--- src/bfbe_pkg.sv ---
`default_nettype none
// ----------------------------------------------------------------------------
// bfbe_pkg
// Shared codes, command classes and the work record passed from front to back.
// ----------------------------------------------------------------------------
package bfbe_pkg;

    localparam logic [2:0] OP_BUF_WR = 3'd0;
    localparam logic [2:0] OP_BUF_RD = 3'd1;
    localparam logic [2:0] OP_FL_WR  = 3'd2;
    localparam logic [2:0] OP_FL_RD  = 3'd3;
    localparam logic [2:0] OP_CALL   = 3'd4;

    localparam logic [15:0] ENT_RESET   = 16'h0000;
    localparam logic [15:0] ENT_WRITE_A = 16'h0100;
    localparam logic [15:0] ENT_WRITE_B = 16'h0108;
    localparam logic [15:0] ENT_VERIFY  = 16'h0110;
    localparam logic [15:0] ENT_READ    = 16'h0120;
    localparam logic [15:0] ENT_TIMER   = 16'h0130;

    localparam logic [15:0] PC_NONE    = 16'h0000;
    localparam logic [15:0] PC_WRITE_A = 16'h0105;
    localparam logic [15:0] PC_WRITE_B = 16'h010b;
    localparam logic [15:0] PC_VERIFY  = 16'h0115;
    localparam logic [15:0] PC_READ    = 16'h0125;
    localparam logic [15:0] PC_TIMER   = 16'h0139;

    localparam logic [7:0] STATUS_REFUSED = 8'hff;

    localparam int BUF_IDX_W  = 8;
    localparam int FL_ADDR_W  = 17;
    localparam int GAME_CFG_W = 9;

    typedef enum logic [3:0] {
        CMD_NONE,
        CMD_BUF_WR,
        CMD_BUF_RD,
        CMD_FL_WR,
        CMD_FL_RD,
        CMD_BLK_WR,
        CMD_VERIFY,
        CMD_BLK_RD,
        CMD_TIMER
    } cmd_t;

    typedef struct packed {
        cmd_t                   cmd;
        logic [15:0]            return_pc;
        logic                   unknown;
        logic [FL_ADDR_W-1:0]   flash_addr;
        logic [BUF_IDX_W-1:0]   buf_idx;
        logic [7:0]             wdata;
    } work_t;

    typedef enum logic [2:0] {
        ST_IDLE,
        ST_START,
        ST_READ,
        ST_LOOP,
        ST_DRAIN,
        ST_DONE
    } state_t;

endpackage
`default_nettype wire

--- src/bfbe_front.sv ---
`default_nettype none
// ----------------------------------------------------------------------------
// bfbe_front
// Accepts input beats, decodes op and entry into a command, and holds
// decoded work in a two-entry queue for the back end.
// ----------------------------------------------------------------------------
module bfbe_front #(
    parameter int BLOCK_LEN = 128
) (
    input  wire logic          aclk,
    input  wire logic          aresetn,
    input  wire logic          s_valid,
    output logic               s_ready,
    input  wire logic [2:0]    s_op,
    input  wire logic [15:0]   s_entry_address,
    input  wire logic          s_flash_bank,
    input  wire logic [15:0]   s_flash_address,
    input  wire logic [6:0]    s_buffer_index,
    input  wire logic [7:0]    s_write_data,
    output logic               q_valid,
    output bfbe_pkg::work_t    q_item,
    input  wire logic          q_pop
);
    import bfbe_pkg::*;

    localparam logic [10:0] LEN1 = 11'(BLOCK_LEN);
    localparam logic [10:0] LEN2 = 11'(2 * BLOCK_LEN);
    localparam logic [10:0] LEN4 = 11'(4 * BLOCK_LEN);

    work_t       item;
    logic [10:0] idx_w;
    logic        push;

    work_t       q_mem_reg [2];
    logic        wr_ptr_reg;
    logic        rd_ptr_reg;
    logic [1:0]  count_reg;
    logic [1:0]  count_next;

    // index modulo buffer length, at most seven multiples to strip
    always_comb begin
        idx_w = {4'b0, s_buffer_index};
        if (idx_w >= LEN4) begin
            idx_w = idx_w - LEN4;
        end
        if (idx_w >= LEN2) begin
            idx_w = idx_w - LEN2;
        end
        if (idx_w >= LEN1) begin
            idx_w = idx_w - LEN1;
        end
    end

    always_comb begin
        item.cmd        = CMD_NONE;
        item.return_pc  = PC_NONE;
        item.unknown    = 1'b0;
        item.flash_addr = {s_flash_bank, s_flash_address};
        item.buf_idx    = idx_w[BUF_IDX_W-1:0];
        item.wdata      = s_write_data;
        case (s_op)
            OP_BUF_WR: item.cmd = CMD_BUF_WR;
            OP_BUF_RD: item.cmd = CMD_BUF_RD;
            OP_FL_WR:  item.cmd = CMD_FL_WR;
            OP_FL_RD:  item.cmd = CMD_FL_RD;
            OP_CALL: begin
                case (s_entry_address)
                    ENT_RESET: item.cmd = CMD_NONE;
                    ENT_WRITE_A: begin
                        item.cmd       = CMD_BLK_WR;
                        item.return_pc = PC_WRITE_A;
                    end
                    ENT_WRITE_B: begin
                        item.cmd       = CMD_BLK_WR;
                        item.return_pc = PC_WRITE_B;
                    end
                    ENT_VERIFY: begin
                        item.cmd       = CMD_VERIFY;
                        item.return_pc = PC_VERIFY;
                    end
                    ENT_READ: begin
                        item.cmd       = CMD_BLK_RD;
                        item.return_pc = PC_READ;
                    end
                    ENT_TIMER: begin
                        item.cmd       = CMD_TIMER;
                        item.return_pc = PC_TIMER;
                    end
                    default: item.unknown = 1'b1;
                endcase
            end
            default: item.cmd = CMD_NONE;
        endcase
    end

    assign s_ready = (count_reg != 2'd2);
    assign push    = s_valid && s_ready;
    assign q_valid = (count_reg != 2'd0);
    assign q_item  = q_mem_reg[rd_ptr_reg];

    always_comb begin
        count_next = count_reg;
        if (push && !q_pop) begin
            count_next = count_reg + 2'd1;
        end else if (!push && q_pop) begin
            count_next = count_reg - 2'd1;
        end
    end

    always_ff @(posedge aclk) begin
        if (!aresetn) begin
            wr_ptr_reg <= 1'b0;
            rd_ptr_reg <= 1'b0;
            count_reg  <= 2'd0;
        end else begin
            if (push) begin
                wr_ptr_reg <= ~wr_ptr_reg;
            end
            if (q_pop) begin
                rd_ptr_reg <= ~rd_ptr_reg;
            end
            count_reg <= count_next;
        end
    end

    always_ff @(posedge aclk) begin
        if (push) begin
            q_mem_reg[wr_ptr_reg] <= item;
        end
    end

endmodule
`default_nettype wire

--- config.mk ---
export PLATFORM = sky130hd
export DESIGN_NAME = bfbe_front
export DESIGN_NICKNAME = d
export VERILOG_FILES = /design/src/bfbe_pkg.sv /design/src/bfbe_front.sv
export SDC_FILE = /design/constraint.sdc
export NUM_CORES = 1
export LEC_CHECK = 0
export BUFFER_PORTS_ARGS = -buffer_cell sky130_fd_sc_hd__buf_2
export CAP_MARGIN = 20
export CORE_ASPECT_RATIO = 1.5
export CORE_UTILIZATION = 30
export CTS_CLUSTER_SIZE = 10
export DETAILED_ROUTE_END_ITERATION = 16
export PLACE_DENSITY = 0.58
export SLEW_MARGIN = 20
export SYNTH_ARGS = -nofsm -noshare
export SYNTH_HDL_FRONTEND = slang
export SYNTH_SLANG_ARGS = --single-unit
--- constraint.sdc ---
create_clock -name aclk -period 2.3 [get_ports aclk]
set_clock_uncertainty 0.15 [all_clocks]
set_input_delay 0.115 -clock aclk [delete_from_list [all_inputs] [get_ports aclk]]
set_output_delay 0.115 -clock aclk [all_outputs]
set_load 0.01 [all_outputs]
==> key figures, run 1 <==
Global routing
  – Met3 usage: between 3 and 4%
  – First-pass GRT wire length: 10.5 mm
  – Initial antenna violation count: 0
  – Grt total ovfl: 0
  – Met2 usage in global routing: between 20% and 30%
  – GR Util met1: about 11%
  – Vias in the first global route: ~2200
  – GR peak layer: met2
  – Largest net degree at the start of global routing: 44
  – All-Layer GR Usage: around 11%

Clocking
  – CTS resizes: 0
  – CTS Buf Count: 9
  – Clock latency on the worst-skew pair: between 0.3 and 0.4 ns
  – Clock buffer depth: 2
  – H-Tree Depth: 3
  – Clock Sinks: 91
  – Reg clk slew, reported paths: 0.06 ns
  – Root buf cell: clkbuf_16
  – TritonCTS clock tree: done

Placement
  – Port Buffers: 100
  – Placement Setup Slack: around 0.56 ns
  – RePlAce Congestion: 0.730
  – Placed Instances: 453
  – Hpwl dp: between 4 and 5 mm

Yosys
  – Mapped cell area: about 0.0037 mm^2
  – Synthesized-area fraction occupied by adder cells: less than 1%
  – Asr flop ratio synth: 0%
  – Post-synth EDFFs: 86
  – Mapped Avg Cell Area: about 18 um^2
  – Post-synthesis sequential area ratio: between 70% and 80%
  – Cell taking the most area after synthesis: edfxtp_1
  – Cells after synthesis: 204
  – Yosys warns: 0
  – Xor and xnor area share after synthesis: under 10%
  – Library cells used by synthesis: 33
  – Synth Area in Simple Gates: 6.30%
  – Post-synthesis mux area share: around an eighth
  – #FFs+latches synth: 91
  – Largest family of logic cells by synthesized area: multiplexers
  – Ranking of synthesized cells by area: edfxtp_1 (70%), mux2_2 (13%), dfxtp_1 (2.7%), buf_4 (2.2%), nor4_4 (1.7%)
  – Top cell type's share of synthesized area: 70.3%
  – Synth Area in Compound Gates: between 2 and 2.5%
  – Main flop type after synthesis: edfxtp_1

Routing
  – Final routed DRC violation total: 0
  – Post-Route WL: 6.97 mm
  – WL/cell: between 10 and 15 um
  – Drt via density: approximately 4.3
  – DR iter-0 viols: 61
  – Via count: ~2200
  – DR pass1 iterations: 4
  – Final ANT Viol Nets: 0

Layout
  – ANT cells: 0
  – Syn-to-layout area delta: 36.5%
  – Fin nets: just over 400
  – Final Util: 41.9%
  – Number of flip-flops in the largest register: 86
  – Layout cells sized above 1: 49.1%
  – Non-Filler Instances: 505

Pwr
  – Maximum VDD drop: ~0.44 mV
  – Overall Power: between 4 and 5 mW
  – P per Cell Area: approximately 840 mW/mm^2
  – Leakage power total: 1.91 nW

STA
  – Unrepaired setup endpoints after global routing: no
  – Tmin final: around 1.8 ns
  – Final slew viol count: 0
  – Tcrit/Tclk final: between 70% and 80%
  – F_max: 555 MHz
  – Setup_tns: 0 ns
  – Setup Viol. Count Final: 0
  – Final count of hold timing violations: 0
  – Post-route setup slack: just under 0.5 ns

Floorplanning
  – Std-Cell Rows: roughly 50
  – Number of top-level pins: between 100 and 150
  – Die Height: between 100 and 150 um
  – Die area: 0.0127 mm^2
  – Die X: 92.4 um
  – Starting Density: a little under a third
  – Core box area: roughly 0.012 mm^2

Setup path
  – Worst Path Required: roughly 2 ns
  – Critical path startpoint category: flip-flop
  – CP Capture Type: primary output
  – Crit path DAT: approximately 1.5 ns
  – Setup CP Type: flip-flop to primary output
  – Max Fanout on Critical Path: 26

Min path
  – Hold crit path type: input pin to flip-flop

Run status
  – Outcome: finished, final reports clean

Run
  – Max_cap viols: 0
[routing by layer]
layer | vias up | share of wire (%)
li1 | 1041 | -
met3 | 12 | 4.3
met2 | 62 | 56
met4 | 0 | 2.7
met1 | 1053 | 37
met5 | - | 0
[through the flow]
stage | area [um^2] | hold WS (ns)
after CTS | 5010 | 0.0138
after global placement | 4350 | 0.154
after detailed placement | 4350 | 0.157
after global routing | 5010 | 0.0312
after floorplan | 3710 | 0.0639
final | 5010 | 0.0275
[power by group]
part,switching (mW),internal [mW]
combinational,0.350,0.326
sequential,0.0412,2.00
clock,0.560,0.942
total,0.952,3.27
[final cells by class]
class / count / area (um^2)
fillers: 1122 / 6940
flip-flops and latches: 91 / 2680
repair buffers: 140 / 916
multi-input cells: 101 / 900
clock buffers: 10 / 229
well taps: 153 / 191
clock inverters: 6 / 80.1
inverters: 4 / 15.0
[cell usage after synthesis (all sizes together), types with 2 or more instances]
| master | number |
|---|---|
| mux2 | 43 |
| a21oi | 5 |
| nor3b | 3 |
| nor4 | 3 |
| xor2 | 2 |
| inv | 4 |
| nand2 | 2 |
| nor2 | 8 |
| edfxtp | 86 |
| nand3b | 2 |
| buf | 16 |
| nand3 | 2 |
| or2 | 3 |
| dfxtp | 5 |
| o21ai | 2 |
| xnor2 | 3 |
[final timing paths]
path,to,slack (ns),startpoint,depth (start not counted)
hold / removal,q_mem_reg[1][43],0.03,s_op[2],2
setup / recovery,q_item[19],0.50,flip-flop,3
setup reg to reg,count_reg[1],0.55,count_reg[0],5
hold reg to reg,count_reg[1],0.36,count_reg[1],2
[cell usage in the layout, fill, tap and decap left out, drive strengths merged, types with 3 or more instances in the layout]
cell type and instances:
a21oi 5, buf 104, clkbuf 10, clkinv 3, conb 10, dfxtp 5, dlygate4sd3 36, edfxtp 86
inv 4, mux2 43, nor2 8, nor3b 3, nor4 3, or2 3, xnor2 3
[worst max-delay path: stages (launching register included)]
cell,delay (ns)
dfxtp_2,0.32
buf_4,0.33
mux2_2,0.40
buf_2,0.15
[logic make-up after synthesis]
family / Yosys count
xor gates and xnor gates: 5
muxes: 43
AOI/OAI and AO/OA: 11
and+or+nand+nor: 30
buffers and inverters: 21
other: 1
adders and majority gates: 2
DFF: 91
[timing repair]
item	CTS	global route
endpoints found under the setup margin	0	0
endpoints found under the hold margin	69	0
buffers inserted	0	0
hold buffers	36	0
No activity file was read; power rests on OpenSTA's default activity.
==> run 2: changes to the inputs <==
Settings changed: ABC_AREA set to 1, PLACE_DENSITY 0.58 to 0.56.
Clock period 2.3 ns to 1.8 ns, I/O delays scaled along.
==> run 2 against run 1 <==
Against the previous run: synthesized cell count rose by 20%; largest power group unchanged; cell area rose by 2.0%; power rose by 19%; hold slack got worse by 0.0049 ns; register-to-register slack got worse by 0.37 ns; sequential cell count did not move; setup slack got worse by 0.39 ns; die area rose by 2.3%; core utilization rose by 0.41 points; combinational power rose by 4.1%; area after synthesis rose by 2.3%; largest cell class unchanged; critical endpoint is now q_item[30]; wire length fell by 1.3%.
==> key figures, run 2 <==
Pwr
  – Flop pwr share: between 50% and 60%
  – Clock power share: 35.2%
  – Leakage power total: about 2 nW
  – Sw frac: 24.2%
  – Cell Int Power: between 3 and 4 mW
  – P per Cell Area: 981 mW/mm^2
  – Logic gate share of total power: between 10% and 20%
  – Maximum VDD drop: about 0.41 mV
  – Sw power: between 1 and 1.5 mW

Setup path
  – CP Capture Type: primary output
  – Worst reg-to-reg path cell count: 9
  – Critical path capture point: q_item[30]
  – R2R Setup Slk: 0.18 ns
  – Crit path max-delay cell type: mux2_2
  – Critical R2R Launch: count_reg[0]
  – Setup CP Type: flip-flop to primary output
  – Sequence of cells on the critical path: buf_12, mux2_2, buf_2
  – Worst Path Required: ~1.6 ns
  – Crit path DAT: between 1 and 1.5 ns
  – Max stage delay on crit path: about 0.4 ns
  – Reg-to-reg endpoint: count_reg[1]
  – Max Fanout on Critical Path: 43
  – Critical path startpoint category: flip-flop

Layout
  – Layout cells sized above 1: between 40% and 50%
  – ANT cells: 0
  – Multi-input gate area: slightly below 0.001 mm^2
  – Commonest cells after routing, fill and taps aside: buf_2 (100), edfxtp_1 (86), mux2_2 (43)
  – Layout fillers: between 1000 and 1500
  – Final Util: 42.4%
  – Fin nets: around 450
  – Sequential cell area: ~0.0027 mm^2
  – Most common cell after layout, fill and taps aside: buf_2
  – Syn-to-layout area delta: 36.1%
  – Number of flip-flops in the largest register: 86

Placement
  – Hpwl dp: between 4 and 5 mm
  – RePlAce Congestion: 0.805
  – Port Buffers: 100

Routing
  – WL/cell: ~13 um
  – DR iter-0 viols: 63
  – Drt via density: 4.36
  – DR pass1 iterations: 4
  – Final routed DRC violation total: 0
  – Final ANT Viol Nets: 0
  – Via count: between 2000 and 2500
  – Post-Route WL: 6.88 mm

Yosys
  – Post-synthesis sequential area ratio: 71.4%
  – Asr flop ratio synth: 0%
  – #FFs+latches synth: 91
  – Top cell type's share of synthesized area: 68.7%
  – Mapped cell area: between 0.003 and 0.004 mm^2
  – Most frequent cell after synthesis: edfxtp_1
  – Cells after synthesis: between 200 and 250
  – Ranking of synthesized cells by area: edfxtp_1 (69%), mux2_2 (13%), dfxtp_1 (2.7%), buf_4 (2.2%), nor2_2 (1.8%)
  – Library cells used by synthesis: 24
  – Main flop type after synthesis: edfxtp_1
  – Yosys warns: 0
  – Commonest cells post-synth: edfxtp_1 (86), mux2_2 (43), nor2_1 (17)
  – Cell taking the most area after synthesis: edfxtp_1
  – Mapped Avg Cell Area: around 15 um^2
  – Post-synth EDFFs: 86

Global routing
  – First-pass GRT wire length: about 11 mm
  – Initial antenna violation count: 0
  – All-Layer GR Usage: roughly 11%
  – Largest net degree at the start of global routing: 44
  – Grt total ovfl: 0
  – Vias in the first global route: 2441

Floorplanning
  – Starting Density: around 31%
  – Std-Cell Rows: 49
  – Die Height: between 100 and 150 um
  – Die area: ~0.013 mm^2
  – Core box area: 0.0121 mm^2
  – Number of top-level pins: 111
  – Die X: roughly 93 um

Run
  – Max_cap viols: 0

Clocking
  – Clock buffer depth: 2
  – TritonCTS clock tree: done
  – Root buf cell: clkbuf_16
  – Clock Sinks: slightly above 90
  – Reg clk slew, reported paths: 0.07 ns
  – Clock latency on the worst-skew pair: between 0.3 and 0.4 ns
  – H-Tree Depth: 3
  – CTS Buf Count: 9

STA
  – Final slew viol count: 0
  – Unrepaired setup endpoints after global routing: no
  – Setup Viol. Count Final: 0
  – Tmin final: between 1.5 and 2 ns
  – Final count of hold timing violations: 0
  – F_max: about 600 MHz
  – Tcrit/Tclk final: 94.3%
  – Setup_tns: 0 ns

Min path
  – Hold crit path type: input pin to flip-flop

Run status
  – Outcome: finished, final reports clean
## run 2: changes by cell type after synthesis, moves of 4 or more
| cell | previous run | this run |
|---|---|---|
| o21ai_0 | 2 | 6 |
| nand2_1 | 2 | 16 |
| inv_1 | 4 | 14 |
| nand2_2 | 0 | 7 |
| nand3_1 | 2 | 7 |
| nor2_1 | 8 | 17 |
| nor2_2 | 0 | 11 |
## run 2: final cells by class
cell class	instances	share of cell area, %
sequential	91	52.5
multi-input combinational	133	19.1
timing repair buffer	140	18.1
clock buffer	9	4.40
tap	153	3.74
clock inverter	7	1.17
inverter	14	1.03
## run 2: logic make-up (layout without fill, tap and decap cells)
family / after synthesis / in the layout / share of synthesized area, %
AND/OR/NAND/NOR: 66 / 66 / 9.12
adder cells (fa/ha/maj): 1 / 1 / 0.333
other: 1 / 10 / 0.0998
buffers and inverters: 30 / 170 / 4.26
AO/OA/AOI/OAI: 13 / 13 / 1.93
multiplexers: 43 / 43 / 12.9
flip-flops: 91 / 91 / 71.4
## run 2: critical path: cells and delay by family (launching register included)
family / cells / cell delay, ns
flops: 1 / 0.34
mux: 1 / 0.39
buf+inv: 2 / 0.40
## run 2: timing repair
action,in CTS,in global routing
hold buffers,36,0
gates resized for setup,0,1
setup buffers,0,0
endpoints found under the setup margin,0,1
hold endpoints to repair,71,0
## run 2: how the worst min path moves through the flow
stage / cells past startpoint / slack, ns / start / end
detailed placement: 1 / 0.13 / s_write_data[1] / q_mem_reg[1][1]
global placement: 1 / 0.13 / s_flash_address[8] / q_mem_reg[1][23]
floorplan: 0 / 0.04 / s_write_data[0] / q_mem_reg[0][0]
global route: 3 / 0.04 / s_entry_address[4] / q_mem_reg[0][45]
CTS: 5 / 0.01 / s_valid / wr_ptr_reg
finish: 5 / 0.02 / s_valid / wr_ptr_reg
## run 2: through the flow
stage	area (um^2)	std cells	hold WS, ns	worst slack (ns)	power, mW
final	5120	547	0.0227	0.103	5.02
after global routing	5120	547	0.0426	0.0118	5.24
after CTS	5120	547	0.0102	0.0638	5.10
after detailed placement	4470	495	0.132	0.140	3.25
after global placement	4470	495	0.129	0.189	3.24
after floorplan	3820	254	0.0389	0.0119	2.97
## run 2: routing by layer
layer  global-route usage [%]  up-vias  wire [um]
met5                        0        -          0
met4                     6.48        0        174
met3                     2.47       12        344
met2                     20.8       79       3770
met1                     11.1     1140       2590
li1                         -     1155          -
## run 2: power by group through the flow
stage	logic [mW]	clock network, mW	registers [mW]
5_1_grt	0.773	1.90	2.56
4_1_cts	0.722	1.83	2.55
6_report	0.705	1.77	2.54
3_5_place_dp	0.659	0	2.59
2_1_floorplan	0.391	0	2.58
3_3_place_gp	0.652	0	2.58
==> run 3: changes to the inputs <==
Settings changed: CTS_CLUSTER_DIAMETER set to 150, REMOVE_ABC_BUFFERS set to 1, SKIP_CTS_REPAIR_TIMING set to 1.
==> run 3 against run 2 <==
Against the previous run: sequential power about the same; power up 1.4%; setup slack improved by 0.020 ns; fmax up 1.2%; wire length shrank 0.60%.
==> key figures, run 3 (synthesis results as in run 2) <==
Run status
  – Outcome: finished, final reports clean

Floorplanning
  – Starting Density: between 30% and 40%
  – Core box area: 0.0121 mm^2
  – Die X: roughly 93 um
  – Std-Cell Rows: 49
  – Die area: 0.0130 mm^2
  – Number of top-level pins: roughly 110
  – Die Height: 139 um

STA
  – Tcrit/Tclk final: 93.2%
  – Unrepaired setup endpoints after global routing: no
  – Final slew viol count: 0
  – Tmin final: around 1.7 ns
  – F_max: about 600 MHz
  – Setup_tns: 0 ns
  – Final count of hold timing violations: 0
  – Setup Viol. Count Final: 0
  – Hold slack: approximately 0.015 ns

Clocking
  – Root buf cell: clkbuf_16
  – Clock buffer depth: 2
  – Reg clk slew, reported paths: 0.06 ns
  – CTS Buf Count: 9
  – H-Tree Depth: 3
  – Clock latency on the worst-skew pair: 0.33 ns
  – TritonCTS clock tree: done
  – Clock Sinks: 91

Layout
  – Layout fillers: about 1100
  – ANT cells: 0
  – Commonest cells after routing, fill and taps aside: buf_2 (100), edfxtp_1 (86), mux2_2 (43)
  – Fin nets: 445
  – Number of flip-flops in the largest register: between 80 and 90
  – Layout cells sized above 1: between 40 and 50%
  – Syn-to-layout area delta: 36.1%
  – Most common cell after layout, fill and taps aside: buf_2

Setup path
  – Critical path capture point: q_item[51]
  – Worst Path Required: between 1.5 and 2 ns
  – Max stage delay on crit path: 0.38 ns
  – Crit path DAT: between 1 and 1.5 ns
  – Max Fanout on Critical Path: 18
  – Setup CP Type: flip-flop to primary output
  – Critical path startpoint category: flip-flop
  – Sequence of cells on the critical path: buf_4, mux2_2, buf_2
  – Top delay family on crit path: buffers and inverters
  – R2R Setup Slk: 0.19 ns
  – CP Capture Type: primary output
  – Worst reg-to-reg path cell count: 9
  – Critical Path Stages: 3
  – Crit path buffers/inverters: 2
  – Critical R2R Launch: count_reg[0]
  – Crit path max-delay cell type: mux2_2
  – Reg-to-reg endpoint: count_reg[1]

Global routing
  – Vias in the first global route: ~2300
  – Largest net degree at the start of global routing: between 40 and 50
  – Initial antenna violation count: 0
  – Grt total ovfl: 0
  – All-Layer GR Usage: a little over a tenth
  – First-pass GRT wire length: approximately 11 mm

Placement
  – RePlAce Congestion: about 0.77
  – Hpwl dp: 4.73 mm
  – Port Buffers: 100

Run
  – Max_cap viols: 0

Min path
  – WHS Path Cells: 2
  – Hold crit path type: input pin to flip-flop

Routing
  – Final routed DRC violation total: 0
  – Post-Route WL: just under 7 mm
  – Drt via density: 4.27
  – Via count: about 2300
  – WL/cell: between 10 and 15 um
  – Final ANT Viol Nets: 0
  – DR iter-0 viols: 48
  – DR pass1 iterations: 4

Pwr
  – Overall Power: 5.09 mW
  – P per Cell Area: between 900 and 1000 mW/mm^2
  – Maximum VDD drop: around 0.38 mV
  – Leakage power total: about 2.0 nW
[run 3: final cells by class]
class | count | area (um^2) | share of cell area [%]
inverters | 14 | 52.6 | 1.03
flip-flops and latches | 91 | 2680 | 52.5
clock buffers | 10 | 239 | 4.67
repair buffers | 140 | 917 | 17.9
clock inverters | 6 | 65.1 | 1.27
well taps | 153 | 191 | 3.74
multi-input cells | 133 | 965 | 18.9
[run 3: worst min-delay path by stage]
stage                            start               end
floorplan              s_write_data[0]   q_mem_reg[0][0]
global placement       s_write_data[6]   q_mem_reg[1][6]
detailed placement  s_flash_address[1]  q_mem_reg[0][16]
CTS                    s_write_data[6]   q_mem_reg[1][6]
global route                   s_op[2]  q_mem_reg[0][42]
finish                         s_op[2]  q_mem_reg[0][42]
[run 3: power breakdown]
| group | switching (mW) | total, mW | internal (mW) |
|---|---|---|---|
| Sequential | 0.0356 | 2.54 | 2.51 |
| Clock | 0.728 | 1.84 | 1.11 |
| Combinational | 0.370 | 0.704 | 0.334 |
[run 3: metal layers]
layer  vias to the layer above  global-route usage, %  wire (um)
met5                         -                      0          0
li1                       1154                      -          -
met2                        75                   20.2       3800
met3                         9                   2.47        286
met4                         0                   5.34        139
met1                      1098                   11.2       2620
[run 3: stage by stage]
stage / utilization (%) / setup slack [ns] / cells / cell area [um^2]
global placement: 36.9 / 0.242 / 496 / 4460
finish: 42.3 / 0.123 / 547 / 5110
floorplan: - / -1.22 / 238 / 3680
CTS: 39.4 / 0.00769 / 512 / 4760
global route: 42.3 / 0.0212 / 547 / 5110
detailed placement: 36.9 / 0.153 / 496 / 4460
[run 3: worst reg2reg max path, cell delays in order (launching register included)]
cell	delay [ns]
dfxtp_1	0.31
inv_2	0.08
nand2_1	0.07
nand2_1	0.08
inv_1	0.06
ha_1	0.30
a21oi_1	0.12
o21ai_0	0.11
o21ai_0	0.16
a21oi_1	0.06
